<file path="config.mk">
export PLATFORM = sky130hd
export DESIGN_NAME = mtg_temper
export DESIGN_NICKNAME = d
export VERILOG_FILES = /design/src/sv/mtg_pkg.sv /design/src/sv/mtg_temper.sv
export SDC_FILE = /design/constraint.sdc
export NUM_CORES = 1
export LEC_CHECK = 0
export BUFFER_PORTS_ARGS = -buffer_cell sky130_fd_sc_hd__buf_2
export CAP_MARGIN = 20
export CORE_MARGIN = 2
export CORE_UTILIZATION = 38
export DETAILED_ROUTE_END_ITERATION = 10
export PLACE_DENSITY = 0.85
export SETUP_SLACK_MARGIN = 0.02
export SYNTH_ARGS = -nofsm -noshare
export SYNTH_HDL_FRONTEND = slang
export SYNTH_SLANG_ARGS = --single-unit
</file>
<file path="constraint.sdc">
create_clock -name vclk -period 2.82
set_input_delay 0.846 -clock vclk [all_inputs]
set_output_delay 0.846 -clock vclk [all_outputs]
set_load 0.01 [all_outputs]
</file>
<file path="src/sv/mtg_pkg.sv">
package mtg_pkg;

   // Generator dimensions.
   localparam int unsigned STATE_WORDS  = 624;
   localparam int unsigned TWIST_OFFSET = 397;
   localparam int unsigned WORD_W       = 32;
   localparam int unsigned ADDR_W       = $clog2(STATE_WORDS);

   // Index arithmetic on the state ring.
   localparam logic [ADDR_W-1:0] LAST_INDEX   = ADDR_W'(STATE_WORDS - 1);
   localparam logic [ADDR_W-1:0] FAR_FORWARD  = ADDR_W'(TWIST_OFFSET);
   localparam logic [ADDR_W-1:0] FAR_BACKWARD = ADDR_W'(STATE_WORDS - TWIST_OFFSET);

   // Recurrence and twist constants.
   localparam logic [WORD_W-1:0] TWIST_MATRIX = 32'h9908_b0df;
   localparam logic [WORD_W-1:0] SEED_MULT    = 32'd1812433253;
   localparam logic [WORD_W-1:0] DEFAULT_SEED = 32'd5489;

   // Tempering masks.
   localparam logic [WORD_W-1:0] TEMPER_B = 32'h9d2c_5680;
   localparam logic [WORD_W-1:0] TEMPER_C = 32'hefc6_0000;

   // Request kinds carried on the request tuser bit.
   localparam logic REQ_DRAW   = 1'b0;
   localparam logic REQ_RESEED = 1'b1;

endpackage

</file>
<file path="src/sv/mtg_temper.sv">
module mtg_temper
   import mtg_pkg::*;
(
   input  logic [WORD_W-1:0] raw_word,
   output logic [WORD_W-1:0] tempered_word
);

   logic [WORD_W-1:0] stage1;
   logic [WORD_W-1:0] stage2;
   logic [WORD_W-1:0] stage3;

   // Four shift-and-xor tempering steps.
   always_comb begin
      stage1        = raw_word ^ (raw_word >> 11);
      stage2        = stage1 ^ ((stage1 << 7) & TEMPER_B);
      stage3        = stage2 ^ ((stage2 << 15) & TEMPER_C);
      tempered_word = stage3 ^ (stage3 >> 18);
   end

endmodule

</file>
; Word level (Yosys, flattened, before mapping)
; Index checks and enable logic that the tools add are counted.
[op_classes]
reduce_logical = 0
n_bitwise = 4
n_div = 0
mul = 0
shifts = 0
mux = 0
add_sub_neg = 0
order_cmp = 0
n_eq_ne = 0
[ops]
columns = op, n
row1 = 32-bit XOR, 2
row2 = 32-bit by 14-bit XOR with 32-bit output, 1
row3 = 32-bit by 21-bit XOR with 32-bit output, 1
[word_totals]
latch_bits = 0
elab_cells = 4
out_inout_bits = 32
inputBits = 32
mem_count = 0
rom_bits = 0
ramBits = 0
register_bits = 0

; Depth between registers and ports, before layout
[depth]
depth_word = 4
depth_mapped = 3
ltp_nobuf = 3

; Worst setup path after synthesis
; Ideal clock, no wire load.
[synth_path]
kind = input -> output
startpoint = input port raw_word[22]
endpoint = output port tempered_word[0]
stages = 3
arrival_ns = 1.841
n_path_buf = 0
path_slack_ns = 0.133
path_cell_list = xnor2_2 -> xnor3_1 -> xnor2_1
[synth_between]
elab_chain_cells = 4
[synth_rtl]
columns = item, line_no
row1 = "start, declared", mtg_temper.sv:4  ; input logic [WORD_W-1:0] raw_word,
row2 = 32-bit by 21-bit XOR with 32-bit output, mtg_temper.sv:14  ; stage1 = raw_word ^ (raw_word >> 11);
row3 = 32-bit XOR, mtg_temper.sv:15  ; stage2 = stage1 ^ ((stage1 << 7) & TEMPER_B);
row4 = 32-bit XOR, mtg_temper.sv:16  ; stage3 = stage2 ^ ((stage2 << 15) & TEMPER_C);
row5 = 32-bit by 14-bit XOR with 32-bit output, mtg_temper.sv:17  ; tempered_word = stage3 ^ (stage3 >> 18);
row6 = "end, declared", mtg_temper.sv:5  ; output logic [WORD_W-1:0] tempered_word
; No other way between the ends.

; Final worst setup path
[layout_path]
startpoint = input port raw_word[9]
endpoint = output port tempered_word[6]
; The elaborated chain is that of the path after synthesis.

==> results.txt <==
----------------------------------------------------
[Status]
  Result of the run ... finished clean

[Power]
  Internal Pwr Total ... 239 uW
  Part of the total power dissipated in the clock network ... 0%
  Switching pwr ... 209 uW
  Peak ir drop on the vdd network ... 0.000202 V
  Part of the total power dissipated in sequential elements ... 0%
  Proportion of total power due to net switching ... 46.7%
  Logic gate share of total power ... 100.0%
  Power density relative to cell area ... 403 mW/mm2
  Leakage ... 0.582 nW

[Synthesis]
  Mapped cell area ... 634 um2
  Share of the synthesized area in the top cell type ... 44.2%
  Cell accounting for the most synthesized area ... sky130_fd_sc_hd__xnor2_1
  Synthesized area per cell ... 11.1 um2
  Post-Syn Nets ... 89
  Number of warnings reported in the yosys synthesis log ... 0
  Sequential fraction of the synthesis area ... 0%
  Synth top area cells ... sky130_fd_sc_hd__xnor2_1 44%, sky130_fd_sc_hd__xnor3_1 21%, sky130_fd_sc_hd__xor2_1 18%
  Post-synthesis instance total ... 57
  Count of unique library cells instantiated by Yosys ... 6

[Die]
  Core Box Area ... 0.00154 mm2
  Number of placed I/O pins ... 64
  Starting density of the core ... 41.2%
  Die Span X ... 44.9 um
  Area enclosed by the die boundary ... 0.00201 mm2
  Number of core rows ... 14
  Y dimension of the die ... 44.9 um

[Cells and area]
  Sequential Area ... 0 um2
  Antenna diode count ... 0
  Commonest cells after routing, fill and taps aside ... 61 x sky130_fd_sc_hd__buf_2, 30 x sky130_fd_sc_hd__xnor2_1, 11 x sky130_fd_sc_hd__xor2_1, 8 x sky130_fd_sc_hd__buf_4, 5 x sky130_fd_sc_hd__xnor3_1
  Fin nets ... 163
  Commonest non-fill, non-tap cell in the layout ... sky130_fd_sc_hd__buf_2
  Share of layout cells above drive strength 1 ... 63.6%
  Post-synthesis to final-layout area growth ... 75.1%
  Count of flip-flops and latches ... 0
  CLK BUF ... 0
  Final core area utilization ... 72.1%

[Worst setup path]
  Crit start category ... input port
  Required time of the critical path ... 1.97 ns
  Startpoint-to-endpoint class of the critical path ... input port to output port
  Critical path arrival ... 1.89 ns
  Worst setup EP type ... output port
  Max FO, Critical Path ... 2

[STA]
  Relative slew slack ... 77.1%
  Worst Tran Pin Value ... 0.341 ns
  Final-report setup violation count ... 0
  Maximum frequency from static timing analysis ... 365 MHz
  Share of the cycle needed by the critical path after routing ... 97.1%
  Fin. Hold Viols ... 0
  WHS ... 1.99 ns
  Number of slew-limit violations in the final report ... 0
  Final critical path time including I/O delays and setup ... 2.74 ns
  Setup repair after global routing missed its margin ... yes

[Global route]
  Number of antenna violations at the first check in global routing ... 0
  Pin count of the biggest net entering global routing ... 5
  Vias in the first global route ... 594
  Global route overflow ... 0
  First-pass GRT wire length ... 2190 um
  Overall track demand over capacity in global routing ... 13.7%

[Place]
  Port Buffers ... 64
  Hpwl dp ... 1390 um
  Final Wtd Congestion ... 0.727

[Min path]
  Hold Path End ... tempered_word[28]
  Cell depth of the worst min-delay path ... 3
  Start point of the worst hold path ... raw_word[21]
  HP Class ... input port to output port

[Detailed routing]
  Total iterations of the first detailed-routing run ... 1
  Vias per cell ... 4.50
  Wire length reported by the detailed router ... 1600 um
  Initial detailed-routing violation count ... 0
  DRC ... 0
  Routed len/inst ... 11.1 um
  Number of routed nets with antenna violations ... 0
  Detailed-route via count ... 652

[Flow run]
  Max-capacitance violation count ... 0

----------------------------------------------------
-- cell type report --
type | count | area (um2)
Multi-Input combinational cell | 57 | 688
Fill cell | 119 | 430
Timing Repair Buffer | 72 | 403
Tap cell | 16 | 20.0
-- cell usage after synthesis --
cell and number:
sky130_fd_sc_hd__xnor3_1 6, sky130_fd_sc_hd__xor2_2 1, sky130_fd_sc_hd__xnor2_1 32, sky130_fd_sc_hd__xor3_1 1
sky130_fd_sc_hd__xor2_1 13, sky130_fd_sc_hd__xnor2_2 4
-- layer usage --
layer  vias up  routed length, um  global-route usage [%]  share of wire (%)
met5         -                  0                       0                  0
met4         0                  0                       0                  0
met3         0                112                   0.400                7.0
met2        31               1010                    31.9                 63
met1       297                484                    13.3                 30
li1        324                  -                       -                  -
-- how the worst max path moves through the flow --
stage,start,depth (start not counted),slack (ns),to
CTS,raw_word[7],5,0.02,tempered_word[4]
detailed placement,raw_word[14],5,0.01,tempered_word[7]
global placement,raw_word[7],5,0.03,tempered_word[4]
finish,raw_word[9],5,0.08,tempered_word[6]
global route,raw_word[11],6,-0.005,tempered_word[4]
floorplan,raw_word[22],3,0.13,tempered_word[0]
-- stage by stage --
step	area, um2	TNS, ns	worst slack [ns]	instances	power [mW]
final	1110	0	0.0812	145	0.448
after global placement	1010	0	0.0316	142	0.418
after detailed placement	1010	0	0.0102	142	0.426
after CTS	1020	0	0.0212	142	0.429
after floorplan	634	0	0.133	57	0.257
after global routing	1110	-0.00517	-0.00517	145	0.485
-- power by group through the flow --
stage	Combinational [mW]	Clock, mW	Sequential, mW
after floorplan	0.257	0	0
after global placement	0.418	0	0
after detailed placement	0.426	0	0
after CTS	0.429	0	0
after global routing	0.485	0	0
final	0.448	0	0
-- worst max-delay path: stages --
cell,delay (ns)
sky130_fd_sc_hd__buf_2,0.08
sky130_fd_sc_hd__xnor3_1,0.44
sky130_fd_sc_hd__xnor2_2,0.23
sky130_fd_sc_hd__xnor2_1,0.14
sky130_fd_sc_hd__buf_2,0.15
-- timing repair --
| action | in CTS | in global routing |
|---|---|---|
| gates cloned | 0 | 0 |
| pin swaps | 1 | 6 |
| endpoints found under the setup margin | 1 | 6 |
| buffers inserted | 0 | 3 |
| hold buffers | 0 | 0 |
| gates resized for setup | 1 | 13 |
-- cells by family (layout without fill, tap and decap cells) --
logic type                Yosys count  in the layout  synth area share [%]
xor gates and xnor gates           57             57                   100
buffers and inverters               0             72                     0
No activity file was read; power rests on OpenSTA's default activity.
